`config.mk`:
```
export PLATFORM = sky130hd
export DESIGN_NAME = base64_stream_decoder
export DESIGN_NICKNAME = d
export VERILOG_FILES = /design/src/rtl/b64d_pkg.sv /design/src/rtl/b64d_decode.sv /design/src/rtl/b64d_out_fifo.sv /design/src/rtl/base64_stream_decoder.sv
export SDC_FILE = /design/constraint.sdc
export NUM_CORES = 1
export LEC_CHECK = 0
export ABC_AREA = 0
export BUFFER_PORTS_ARGS = -buffer_cell sky130_fd_sc_hd__buf_4
export CAP_MARGIN = 20
export CELL_PAD_IN_SITES_DETAIL_PLACEMENT = 1
export CELL_PAD_IN_SITES_GLOBAL_PLACEMENT = 1
export CORE_ASPECT_RATIO = 1.5
export CORE_UTILIZATION = 35
export DETAILED_ROUTE_END_ITERATION = 7
export GPL_TIMING_DRIVEN = 0
export PLACE_DENSITY_LB_ADDON = 0.1
export SYNTH_ARGS = -nofsm -noshare
export SYNTH_HDL_FRONTEND = slang
export SYNTH_SLANG_ARGS = --single-unit
```
`constraint.sdc`:
```
create_clock -name aclk -period 7.3 [get_ports aclk]
set_input_delay 0.73 -clock aclk [delete_from_list [all_inputs] [get_ports aclk]]
set_output_delay 0.73 -clock aclk [all_outputs]
set_load 0.05 [all_outputs]
```
`src/rtl/b64d_pkg.sv`:
```
// Shared types, constants and the character-to-sextet mapping of the stream decoder.
package b64d_pkg;

    localparam int unsigned FIFO_DEPTH = 8;
    localparam int unsigned FIFO_AW    = 3;
    localparam int unsigned FIFO_CW    = 4;
    localparam int unsigned MAX_RESULTS = 3;

    localparam logic [5:0] SEXTET_PLUS  = 6'd62;
    localparam logic [5:0] SEXTET_SLASH = 6'd63;

    localparam logic [7:0] CHAR_SPACE = 8'h20;
    localparam logic [7:0] CHAR_TAB   = 8'h09;
    localparam logic [7:0] CHAR_CR    = 8'h0D;
    localparam logic [7:0] CHAR_LF    = 8'h0A;

    typedef struct packed {
        logic       halted_flag;
        logic       message_end;
        logic       run_end;
        logic       byte_valid;
        logic [7:0] out_byte;
    } result_t;

    typedef struct packed {
        logic [1:0]        count;
        result_t [2:0]     res;
    } bundle_t;

    // Bit 6 is the valid flag, bits 5..0 the sextet value.
    function automatic logic [6:0] sextet_of(input logic [7:0] ch);
        logic [6:0] v;
        v = 7'd0;
        case (ch) inside
            [8'h41:8'h5A]: v = {1'b1, 6'(ch - 8'd65)};
            [8'h61:8'h7A]: v = {1'b1, 6'(ch - 8'd71)};
            [8'h30:8'h39]: v = {1'b1, 6'(ch + 8'd4)};
            8'h2B:         v = {1'b1, SEXTET_PLUS};
            8'h2F:         v = {1'b1, SEXTET_SLASH};
            default:       v = 7'd0;
        endcase
        return v;
    endfunction

    function automatic logic is_space(input logic [7:0] ch);
        return (ch == CHAR_SPACE) || (ch == CHAR_TAB) || (ch == CHAR_CR) || (ch == CHAR_LF);
    endfunction

endpackage

```
`src/rtl/b64d_decode.sv`:
```
// Group state and single-pass decoding of one character into up to three results.
module b64d_decode (
    input  logic                 aclk,
    input  logic                 aresetn,
    input  logic                 in_valid,
    input  logic [7:0]           in_char,
    input  logic                 in_last,
    output b64d_pkg::bundle_t    bundle
);

    logic [1:0] pos_reg, pos_next;
    logic       halted_reg, halted_next;
    logic [6:0] st0_reg, st1_reg, st2_reg;

    logic [6:0] sx, s0, s1, s2, s3;
    logic       process, group_go, ok;
    logic [1:0] nb, nres;
    logic [7:0] b0, b1, b2;
    logic [7:0] bytes [3];

    always_comb begin
        sx       = b64d_pkg::sextet_of(in_char);
        process  = !halted_reg && !(pos_reg == 2'd0 && b64d_pkg::is_space(in_char));
        s0       = st0_reg;
        s1       = st1_reg;
        s2       = st2_reg;
        s3       = sx;
        group_go = 1'b0;
        pos_next = pos_reg;
        if (process) begin
            if (pos_reg == 2'd3) begin
                group_go = 1'b1;
                pos_next = 2'd0;
            end else begin
                pos_next = pos_reg + 2'd1;
                if (in_last) begin
                    group_go = 1'b1;
                    s3 = 7'd0;
                    case (pos_reg)
                        2'd0: begin
                            s0 = sx;
                            s1 = 7'd0;
                            s2 = 7'd0;
                        end
                        2'd1: begin
                            s1 = sx;
                            s2 = 7'd0;
                        end
                        default: begin
                            s2 = sx;
                        end
                    endcase
                end
            end
        end

        ok          = s0[6] && s1[6];
        halted_next = halted_reg || (group_go && !ok);
        if (group_go && ok) begin
            nb = s2[6] ? (s3[6] ? 2'd3 : 2'd2) : 2'd1;
        end else begin
            nb = 2'd0;
        end
        nres = (in_last && nb == 2'd0) ? 2'd1 : nb;

        b0 = {s0[5:0], s1[5:4]};
        b1 = {s1[3:0], s2[5:2]};
        b2 = {s2[1:0], s3[5:0]};
        bytes[0] = b0;
        bytes[1] = b1;
        bytes[2] = b2;

        for (int k = 0; k < 3; k++) begin
            bundle.res[k].byte_valid  = 2'(k) < nb;
            bundle.res[k].out_byte    = (2'(k) < nb) ? bytes[k] : 8'd0;
            bundle.res[k].run_end     = 2'(k) == (nres - 2'd1);
            bundle.res[k].message_end = in_last && (2'(k) == (nres - 2'd1));
            bundle.res[k].halted_flag = halted_next;
        end
        bundle.count = in_valid ? nres : 2'd0;
    end

    always_ff @(posedge aclk) begin
        if (!aresetn) begin
            pos_reg    <= 2'd0;
            halted_reg <= 1'b0;
        end else if (in_valid) begin
            if (in_last) begin
                pos_reg    <= 2'd0;
                halted_reg <= 1'b0;
            end else begin
                pos_reg    <= pos_next;
                halted_reg <= halted_next;
            end
        end
    end

    always_ff @(posedge aclk) begin
        if (in_valid && process) begin
            case (pos_reg)
                2'd0:    st0_reg <= sx;
                2'd1:    st1_reg <= sx;
                2'd2:    st2_reg <= sx;
                default: st2_reg <= st2_reg;
            endcase
        end
    end

endmodule

```
`src/rtl/b64d_out_fifo.sv`:
```
// Result queue that takes up to three results per cycle and hands out one per cycle when popped.
module b64d_out_fifo (
    input  logic                 aclk,
    input  logic                 aresetn,
    input  b64d_pkg::bundle_t    push,
    input  logic                 pop,
    output b64d_pkg::result_t    head,
    output logic                 not_empty,
    output logic                 has_room
);

    b64d_pkg::result_t mem [b64d_pkg::FIFO_DEPTH];

    logic [b64d_pkg::FIFO_AW-1:0] wr_ptr_reg, rd_ptr_reg;
    logic [b64d_pkg::FIFO_CW-1:0] count_reg, count_next;

    always_comb begin
        count_next = count_reg + b64d_pkg::FIFO_CW'(push.count)
                     - b64d_pkg::FIFO_CW'(pop);
    end

    assign head      = mem[rd_ptr_reg];
    assign not_empty = count_reg != '0;
    assign has_room  = count_reg <=
                       b64d_pkg::FIFO_CW'(b64d_pkg::FIFO_DEPTH - b64d_pkg::MAX_RESULTS);

    always_ff @(posedge aclk) begin
        for (int k = 0; k < 3; k++) begin
            if (2'(k) < push.count) begin
                mem[b64d_pkg::FIFO_AW'(wr_ptr_reg + b64d_pkg::FIFO_AW'(k))] <= push.res[k];
            end
        end
    end

    always_ff @(posedge aclk) begin
        if (!aresetn) begin
            wr_ptr_reg <= '0;
            rd_ptr_reg <= '0;
            count_reg  <= '0;
        end else begin
            wr_ptr_reg <= wr_ptr_reg + b64d_pkg::FIFO_AW'(push.count);
            rd_ptr_reg <= rd_ptr_reg + b64d_pkg::FIFO_AW'(pop);
            count_reg  <= count_next;
        end
    end

endmodule

```
`src/rtl/base64_stream_decoder.sv`:
```
// Top level of the streaming Base64 decoder: character decoding and result queue.
//
//  Channel  Direction  Item content
//  s_       in         tdata[7:0] character, tlast end of message
//  m_       out        tdata[7:0] byte, [8] run end, [9] halted; tuser byte valid; tlast message end
//
// One character is accepted per cycle while s_tready is high; its results
// enter the queue at the accepting edge and leave one per cycle while
// m_tready is high. The eight-entry result queue sets input backpressure:
// s_tready drops while fewer than three entries are free.
// Reset is synchronous and returns the group state and the queue to empty.
module base64_stream_decoder (
    input  logic        aclk,
    input  logic        aresetn,
    input  logic        s_tvalid,
    output logic        s_tready,
    input  logic [7:0]  s_tdata,   // [7:0] in_char
    input  logic        s_tlast,   // in_last
    output logic        m_tvalid,
    input  logic        m_tready,
    output logic [15:0] m_tdata,   // [7:0] out_byte, [8] run_end, [9] halted_flag, zero fill
    output logic [0:0]  m_tuser,   // [0] byte_valid
    output logic        m_tlast    // message_end
);

    b64d_pkg::bundle_t bundle;
    b64d_pkg::result_t head;
    logic              accept;

    assign accept = s_tvalid && s_tready;

    b64d_decode u_decode (
        .aclk     (aclk),
        .aresetn  (aresetn),
        .in_valid (accept),
        .in_char  (s_tdata),
        .in_last  (s_tlast),
        .bundle   (bundle)
    );

    b64d_out_fifo u_fifo (
        .aclk      (aclk),
        .aresetn   (aresetn),
        .push      (bundle),
        .pop       (m_tvalid && m_tready),
        .head      (head),
        .not_empty (m_tvalid),
        .has_room  (s_tready)
    );

    assign m_tdata = {6'd0, head.halted_flag, head.run_end, head.out_byte};
    assign m_tuser = head.byte_valid;
    assign m_tlast = head.message_end;

endmodule

```
; ---- Word level (Yosys, flattened, before mapping)
; Memory sizes are Yosys's and may differ from the RTL's. A register that Yosys moved wholly into a read port is not among the register bits.
; Index checks and enable logic that the tools add are counted.
[op_classes]
add_sub_neg = 11
multipliers = 0
n_div = 0
order_cmp = 13
n_eq_ne = 11
n_shift = 0
mux = 42
bitwise_logic = 0
n_reduce_logical = 31
[ops]
columns = cell, n
row1 = $mux W7, 19
row2 = $eq A8 B4 Y1 const B, 3
row3 = $eq A8 B6 Y1 const B, 3
row4 = $mux W8, 3
row5 = $ge A8 B7 Y1 const B, 2
row6 = $le A8 B7 Y1 const B, 2
row7 = $logic_and A1 B1 Y1, 15
row8 = $mux W2, 7
row9 = $pmux W7 S2, 1
row10 = $mux W1, 11
row11 = $ge A8 B6 Y1 const B, 1
row12 = $le A8 B6 Y1 const B, 1
row13 = $lt A1 B2 Y1 const A, 4
row14 = $add A6 B3 Y6 const B, 1
row15 = $logic_not A2 Y1, 3
row16 = $reduce_and A2 Y1, 3
row17 = $sub A6 B1 Y6 const B, 1
row18 = $sub A6 B3 Y6 const B, 1
row19 = $add A4 B2 Y4, 1
row20 = $eq A2 B2 Y1 const B, 2
row21 = $le A4 B3 Y1 const B, 1
row22 = $logic_or A1 B1 Y1, 4
row23 = $lt A2 B2 Y1 const A, 2
row24 = $reduce_bool A4 Y1, 1
row25 = 14 further kinds, 16
[word_totals]
reg_bits = 34
latchBits = 0
mem_bits_rw = 96
rom_bits = 0
inputBits = 13
out_inout_bits = 20
elab_cells = 117
mem_count = 1
[memory_table]
columns = memory, depth, word_bits, read_ports, rd_ports_with_merged_regs, write_ports, line
row1 = u_fifo.mem, 8, 12, 1, 1, 3, b64d_out_fifo.sv:12  ; b64d_pkg::result_t mem [b64d_pkg::FIFO_DEPTH];

; ---- Longest topological paths before layout
; Gate-level depths: netlist of run 1.
[logic_depth]
word_depth = 20
ltp_mapped = 19
mapped_depth_nobuf = 16

; ---- By module
; Synthesis of run 1 repeated with hierarchy kept, for this count alone.
[unflattened]
hier_cells = 1008
hier_area_um2 = 9445.3
[by_module_without_submodules]
columns = module, n_inst, cells_per_inst, area_each_um2, seq_area_each_um2
row1 = b64d_out_fifo, 1, 749, 7133.1, 3083.0
row2 = b64d_decode, 1, 250, 2250.9, 690.7
row3 = base64_stream_decoder, 1, 9, 61.3, 0.0

; ---- Worst setup path after synthesis of run 1
; OpenSTA, ideal clock, no wires.
[synth_timing]
path_kind = input -> register
start = in s_tdata[2]
end = reg u_fifo.count_reg[3] (netlist name)
setup_ns = 0.115
t_arrival_ns = 4.064
t_required_ns = 7.185
path_slack_ns = 3.121
stages = 19
n_path_buf = 3
path_cell_list = buf_2 -> inv_1 -> ha_1 -> nor2b_1 -> o21ai_2 -> a2bb2oi_4 -> a211oi_4 -> o21ai_4 -> buf_2 -> buf_2 -> nor2_1 -> nand2_1 -> ha_1 -> inv_1 -> ha_1 -> a21o_1 -> a21oi_1 -> xor2_1 -> and2_1
[synth_via]
elab_chain_cells = 19
word_cells_on_any_way = 53
classes_between = add/sub: 2 / order compare: 6 / eq/ne: 6 / mux: 26 / reduce/logical: 13
[synth_lines]
columns = element, line
row1 = "start, declared", base64_stream_decoder.sv:17  ; input logic [7:0] s_tdata,
row2 = branches (longest 12 deep; another with $ge A8 B6 Y1), -
row3 = $mux W2 *, b64d_decode.sv:59  ; if (group_go && ok) begin
row4 = $logic_not A2 Y1, b64d_decode.sv:64  ; nres = (in_last && nb == 2'd0) ? 2'd1 : nb;
row5 = $logic_and A1 B1 Y1, b64d_decode.sv:64
row6 = $mux W2 *, b64d_decode.sv:64
row7 = $mux W2 *, b64d_decode.sv:80  ; bundle.count = in_valid ? nres : 2'd0;
row8 = $add A4 B2 Y4 *, b64d_out_fifo.sv:18  ; count_next = count_reg + b64d_pkg::FIFO_CW'(push.count)
row9 = $sub A4 B1 Y4 *, b64d_out_fifo.sv:19  ; - b64d_pkg::FIFO_CW'(pop);
row10 = "end signal, assigned", b64d_out_fifo.sv:43  ; count_reg <= count_next;
row11 = "end, declared", b64d_out_fifo.sv:15  ; logic [b64d_pkg::FIFO_CW-1:0] count_reg, count_next;
; Mark *: on every way between the ends.
; A chain may end at the register's enable or synchronous reset.

; ---- Worst setup path after layout of run 1
; Same ends and word-level chain as after synthesis.

==> results of run 1 <==
Yosys cell counts, types with 2 or more instances:
cell      number  area (um^2)
or4_4          2         22.5
a211oi_1       2         15.0
nor2b_1        7         43.8
a31oi_1        8         50.1
xor2_1         5         43.8
nor2_1        33          124
nand3_1       25          125
mux2_2        13          146
o21a_1         8         60.1
nand2_1       39          146
a21o_1         5         37.5
a22oi_1        9         67.6
fa_1           2         40.0
nor3_1         8         40.0
a22o_1         7         61.3
mux4_2        24          541
nor3_2         6         60.1
mux2i_1      128         1280
o21ai_0        7         35.0
nor4_1         5         31.3
buf_4         10         75.1
ha_1          26          325
nand2b_1       8         50.1
dfxtp_1       13          260
a31o_2         2         17.5
buf_1          4         15.0
clkbuf_1      11         41.3
a21oi_1       13         65.1
buf_6          2         22.5
edfxtp_1     117         3510
buf_2         19         95.1
and2_1        17          106
o21ai_1        6         30.0
xnor2_1        4         35.0
o211ai_1       3         22.5
nand4_1        7         43.8
o221ai_1       2         17.5
a21boi_0       2         15.0
inv_1         31          116
and3_1         7         43.8
metal layers:
metal / vias up / part of all wire / track usage
met3: 44 / 0.020 / 0.0318
met1: 3012 / 0.38 / 0.241
met4: 0 / 0.028 / 0.0948
met5: - / 0 / 0
li1: 2681 / - / -
met2: 106 / 0.57 / 0.443
cell type report:
cell class / instances / share of cell area
plain buffers: 47 / 0.0269
multi-input cells: 477 / 0.436
clock buffers: 20 / 0.0462
inverters: 33 / 0.0131
flip-flops and latches: 130 / 0.399
well taps: 315 / 0.0417
repair buffers: 28 / 0.0251
clock inverters: 12 / 0.0123
worst max-delay path, cell delays in order:
cell	delay (ps)
buf_4	120
buf_2	170
inv_1	180
ha_1	300
and2_1	190
a22o_1	290
o211ai_2	290
a211oi_4	340
o21ai_4	130
buf_2	240
buf_2	240
nor2_1	440
nand2_1	200
ha_1	370
inv_1	60
ha_1	280
a21o_1	190
a21oi_1	170
xor2_1	160
and2_1	130
worst paths after layout:
check / start / endpoint / slack, ps / cells past startpoint
worst max-delay path: s_tdata[2] / u_fifo.count_reg[3] / 2450 / 20
worst min-delay path: aresetn / u_decode.pos_reg[1] / 550 / 2
worst max register to register: u_decode.pos_reg[0] / u_fifo.count_reg[3] / 2850 / 17
worst min register to register: u_decode.st0_reg[2] / u_decode.st0_reg[2] / 590 / 2
per-stage QoR:
stage / utilization / setup WS (ps) / instances / power [mW] / hold slack [ps]
finish: 0.410 / 2450 / 1062 / 2.49 / 547
global route: 0.410 / 2130 / 1062 / 2.59 / 576
CTS: 0.409 / 2440 / 1061 / 2.50 / 534
detailed placement: 0.385 / 1980 / 1029 / 1.68 / 584
global placement: 0.384 / 2050 / 1028 / 1.63 / 566
floorplan: - / 3120 / 687 / 1.44 / 528
power by group:
part | total, mW | internal [mW] | switching, mW
combinational | 0.771 | 0.300 | 0.471
sequential | 0.888 | 0.867 | 0.0206
clock | 0.827 | 0.496 | 0.331
total | 2.49 | 1.66 | 0.823
cells by family after synthesis:
family | count (synthesis) | share of synthesized area
other | 1 | 0.000454
multiplexers | 165 | 0.239
XOR/XNOR | 9 | 0.00955
buffers and inverters | 80 | 0.0458
flip-flops | 130 | 0.457
AND/OR/NAND/NOR | 174 | 0.113
AO/OA/AOI/OAI | 95 | 0.0908
adder cells (fa/ha/maj) | 28 | 0.0443
==> flow_summary.toml, run 1 <==
[drt]
vias = 5843
totalWireLength_um = 25800
drtIter0Drc = 243
drc_errors = 0
dr.pass1.iters = 6
wire_per_inst_um = 24.3
via_per_inst = 5.50
drtAntennaViolNets = 0

[clocking]
cts_made_buffers = 17
postCtsSetupBuffers = 0
clock-root-buffer = "clkbuf_16"
clock_latency_ps = 430
htree_levels = 4
clkSinkCount = 130
cts_buffer_depth = 2
clk_pin_slew_ps = 60
cts_tree = "yes"
ctsResizeCount = 0
cts_hold_buf = 0

[final_layout]
num_antenna_cells = 0
seqCellArea_um2 = 3770
fillers = 2478
syn2layout_area_growth_pct = 14.6
nets = 775
multi_input_area_um2 = 4120
final_cell_mix = "mux2i_1, edfxtp_1, nand2_1"
final_common_cell = "mux2i_1"
drive_above_1_share = 0.199
design_area_um2 = 9460
largest_reg_flops = 96
top_register = "u_fifo.mem"

[sta]
hold_viol_final = 0
relSlewSlack = 0.358
skew_ps = 7.65
setup_viol = 0
grt_setup_unrepaired = "no"
tightest_slew_ps = 960
final.setup.tns_ps = 0
min_period_ps = 4850
fin_crit_sh = 0.664
max_freq_mhz = 206
slew_viol_final = 0

[status]
status = "finished, final reports clean"

[critical_path]
worstPathArrival_ps = 5230
crit_path_end_kind = "flop"
start_kind = "primary input"
path_max_fanout = 10
path_class = "primary input to flop"
worstPathRequired_ps = 7680

[synthesis]
synth-seq-cells = 130
ys.flop_type = "edfxtp_1"
yosys_warnings = 0
netlist_area_um2 = 8250
async_flop_share = 0
synth_cell_type_count = 75
avgSynthCellArea_um2 = 12.1
synth_edf_count = 117
postSynthCellCount = 682
ys_seq_area_frac = 0.457

[pwr]
peakVddDrop_uv = 159
power_density_nw_per_um2 = 263
cellLeakagePower_nw = 4.06

[die]
fp.dieH_um = 190
core_um2 = 23100
initial_core_util = 0.358
dieWidth_um = 127
io_pins = 33
rows = 68
die-area_um2 = 24200

[grt]
grt_pass1_wl_um = 39700
grt_antenna_before_repair = 0
track_usage = 0.228
grt_max_degree = 17
overflow = 0
first_global_vias = 6418

[place]
gp_congestion = 0.834
port_buffers = 26
post-dp-hpwl_um = 18600
place_area_um2 = 8890

[worst_hold_path]
hp-class = "primary input to flop"

[job]
maxCapViolCount = 0
No activity file was read; power rests on OpenSTA's default activity.
==> inputs of run 2 (changes only) <==
--- a/config.mk
+++ b/config.mk
@@ -5,7 +5,7 @@
 export SDC_FILE = /design/constraint.sdc
 export NUM_CORES = 1
 export LEC_CHECK = 0
-export ABC_AREA = 0
+export ABC_AREA = 1
 export BUFFER_PORTS_ARGS = -buffer_cell sky130_fd_sc_hd__buf_4
 export CAP_MARGIN = 20
 export CELL_PAD_IN_SITES_DETAIL_PLACEMENT = 1
==> constraint.sdc (replaced) <==
create_clock -name aclk -period 4.52 [get_ports aclk]
set_input_delay 0.452 -clock aclk [delete_from_list [all_inputs] [get_ports aclk]]
set_output_delay 0.452 -clock aclk [all_outputs]
set_load 0.05 [all_outputs]
==> run 2 against run 1 <==
Net effect:
- core utilization shrank 0.58 points
- total power rose by 88%
- design area increased by 11%
- critical endpoint is now u_fifo.mem[6][11]
- largest power group is now combinational cells
- clock power increased by 69%
- critical path depth decreased by 2
- critical path type unchanged
- clock-buffer cell count down 2
- final cell count increased by 51%
- setup slack worse by 1800 ps
- flip-flop and latch count unchanged
- largest cell class unchanged
==> flow_summary.toml, run 2 <==
[status]
status = "finished, final reports clean"

[final_layout]
syn2layout_area_growth_pct = 13.1
nets = 1296
num_antenna_cells = 0
fillers = 3182
final_common_cell = "nand2_1"
design_area_um2 = 10500
largest_reg_flops = 96
drive_above_1_share = 0.123
final_cell_mix = "nand2_1, nor2_1, nand3_1"
top_register = "u_fifo.mem"
final_cells = 1601

[die]
io_pins = 33
rows = 72
die-area_um2 = 27100
core_um2 = 25900
dieWidth_um = 135
initial_core_util = 0.358
fp.dieH_um = 201

[grt]
first_global_vias = 8681
overflow = 0
track_usage = 0.277
grt_antenna_before_repair = 0
grt_pass1_wl_um = 53900
grt_max_degree = 17

[worst_hold_path]
hp-class = "primary input to flop"
hold_start = "aresetn"
holdPathStages = 3
hold_end = "u_fifo.wr_ptr_reg[0]"

[sta]
tightest_slew_ps = 1170
setup_viol = 0
min_period_ps = 3900
fin_crit_sh = 0.863
final.setup.tns_ps = 0
slew_viol_final = 0
relSlewSlack = 0.217
skew_ps = 10.8
max_freq_mhz = 256
grt_setup_unrepaired = "no"
hold_viol_final = 0

[critical_path]
worstPathArrival_ps = 3880
crit_path_end_kind = "flop"
worstPathRequired_ps = 4500
rrSetupSlack_ps = 710
timing.rr.end = "u_fifo.mem[6][11]"
reg2regPathDepth = 14
path_max_fanout = 12
cp_common_cell = "nand2_4"
critPathSlowestCell = "nand3_1"
critPathMaxStageDelay_ps = 530
r2r_start = "u_decode.pos_reg[0]"
path_class = "primary input to flop"
start_kind = "primary input"
crit_path_cell_trace = "buf_4 -> inv_2 -> ha_1 -> nor2_1 -> nor2_1 -> nand3_1 -> nand2_2 -> nand2_4 -> nand4_1 -> nand2_2 -> nand2_4 -> nand2_4 -> nor2_4 -> nand2_4 -> nand3_1 -> nand2_1 -> nand2_1 -> nand3_1"

[synthesis]
yosys.area_share.simple = 0.384
synthTopCellsByArea = "edfxtp_1, nand2_1, nand3_1"
synth.most_common_cell = "nand2_1"
synth_top_area_frac = 0.380
async_flop_share = 0
synth-seq-cells = 130
avgSynthCellArea_um2 = 7.67
yosys.area_share.adder = 0.0395
yosys_warnings = 0
muxShareOfSynthArea = 0
synth_cell_type_count = 44
synth_common_cells = "nand2_1, nor2_1, nand3_1"
ys.flop_type = "edfxtp_1"
synth_edf_count = 117
postSynthCellCount = 1206
yosysTopAreaCell = "edfxtp_1"
ys_seq_area_frac = 0.408
netlist_area_um2 = 9250
synth_compound_area_frac = 0.0757
synthXorXnorAreaFrac = 0.00853
synth_top_family_by_area = "simple AND/OR/NAND/NOR gates"

[place]
placed_cells = 1568
gp_congestion = 0.908
place_area_um2 = 9860
post-dp-hpwl_um = 28900
port_buffers = 24

[job]
maxCapViolCount = 0

[clocking]
postCtsSetupBuffers = 0
clock-root-buffer = "clkbuf_16"
cts_hold_buf = 0
ctsResizeCount = 0
htree_levels = 4
clk_pin_slew_ps = 60
cts_tree = "yes"
clkSinkCount = 130
cts_made_buffers = 17
cts_buffer_depth = 2
clock_latency_ps = 450

[drt]
drc_errors = 0
dr.pass1.iters = 4
drtAntennaViolNets = 0
vias = 8452
totalWireLength_um = 35800
drtIter0Drc = 403
via_per_inst = 5.28
wire_per_inst_um = 22.4

[pwr]
cellLeakagePower_nw = 4.57
peakVddDrop_uv = 350
fin_total_pwr_mw = 4.68
power_density_nw_per_um2 = 448
[run 2: cell type report]
type / count / area [um^2] / area share
clock inverters: 14 / 155 / 0.0148
plain buffers: 67 / 375 / 0.0359
clock buffers: 18 / 429 / 0.0411
repair buffers: 25 / 188 / 0.0180
multi-input cells: 910 / 4720 / 0.451
well taps: 333 / 417 / 0.0399
inverters: 104 / 397 / 0.0379
flip-flops and latches: 130 / 3770 / 0.361
[run 2: worst max-delay path by stage]
stage                     slack [ps]             endpoint        from
after detailed placement         120     u_fifo.mem[6][3]  s_tdata[2]
after CTS                        580    u_fifo.mem[6][11]  s_tdata[2]
after global routing             370     u_fifo.mem[7][7]  s_tdata[2]
after floorplan                 1480  u_fifo.count_reg[3]  s_tdata[2]
after global placement           170     u_fifo.mem[6][3]  s_tdata[2]
final                            620    u_fifo.mem[6][11]  s_tdata[2]
[run 2: metal layers]
layer,part of all wire,up-vias,wire (um),global-route usage
li1,-,4149,-,-
met1,0.38,4032,13700,0.297
met2,0.54,184,19300,0.513
met3,0.023,87,827,0.0316
met4,0.055,0,1960,0.162
met5,0,-,0,0
[run 2: kinds of logic after synthesis]
family	Yosys count
adder cells (fa/ha/maj)	28
buffers and inverters	171
flip-flops	130
AND/OR/NAND/NOR	748
other	1
AO/OA/AOI/OAI	119
XOR/XNOR	9
[run 2: where the power goes]
part,switching (mW),internal [mW]
Sequential,0.0537,1.43
Clock,0.577,0.820
Combinational,1.34,0.461
Total,1.97,2.71
[run 2: through the flow]
stage | setup WS, ps | util | hold WS (ps)
floorplan | 1480 | - | 472
global placement | 174 | 0.381 | 498
detailed placement | 124 | 0.381 | 510
CTS | 579 | 0.404 | 251
global route | 366 | 0.404 | 273
finish | 621 | 0.404 | 250
[run 2: critical path: cells and delay by family]
family	cells	cell delay [ps]
fa+ha+maj	1	290
buf+inv	2	270
simple gates	15	2860
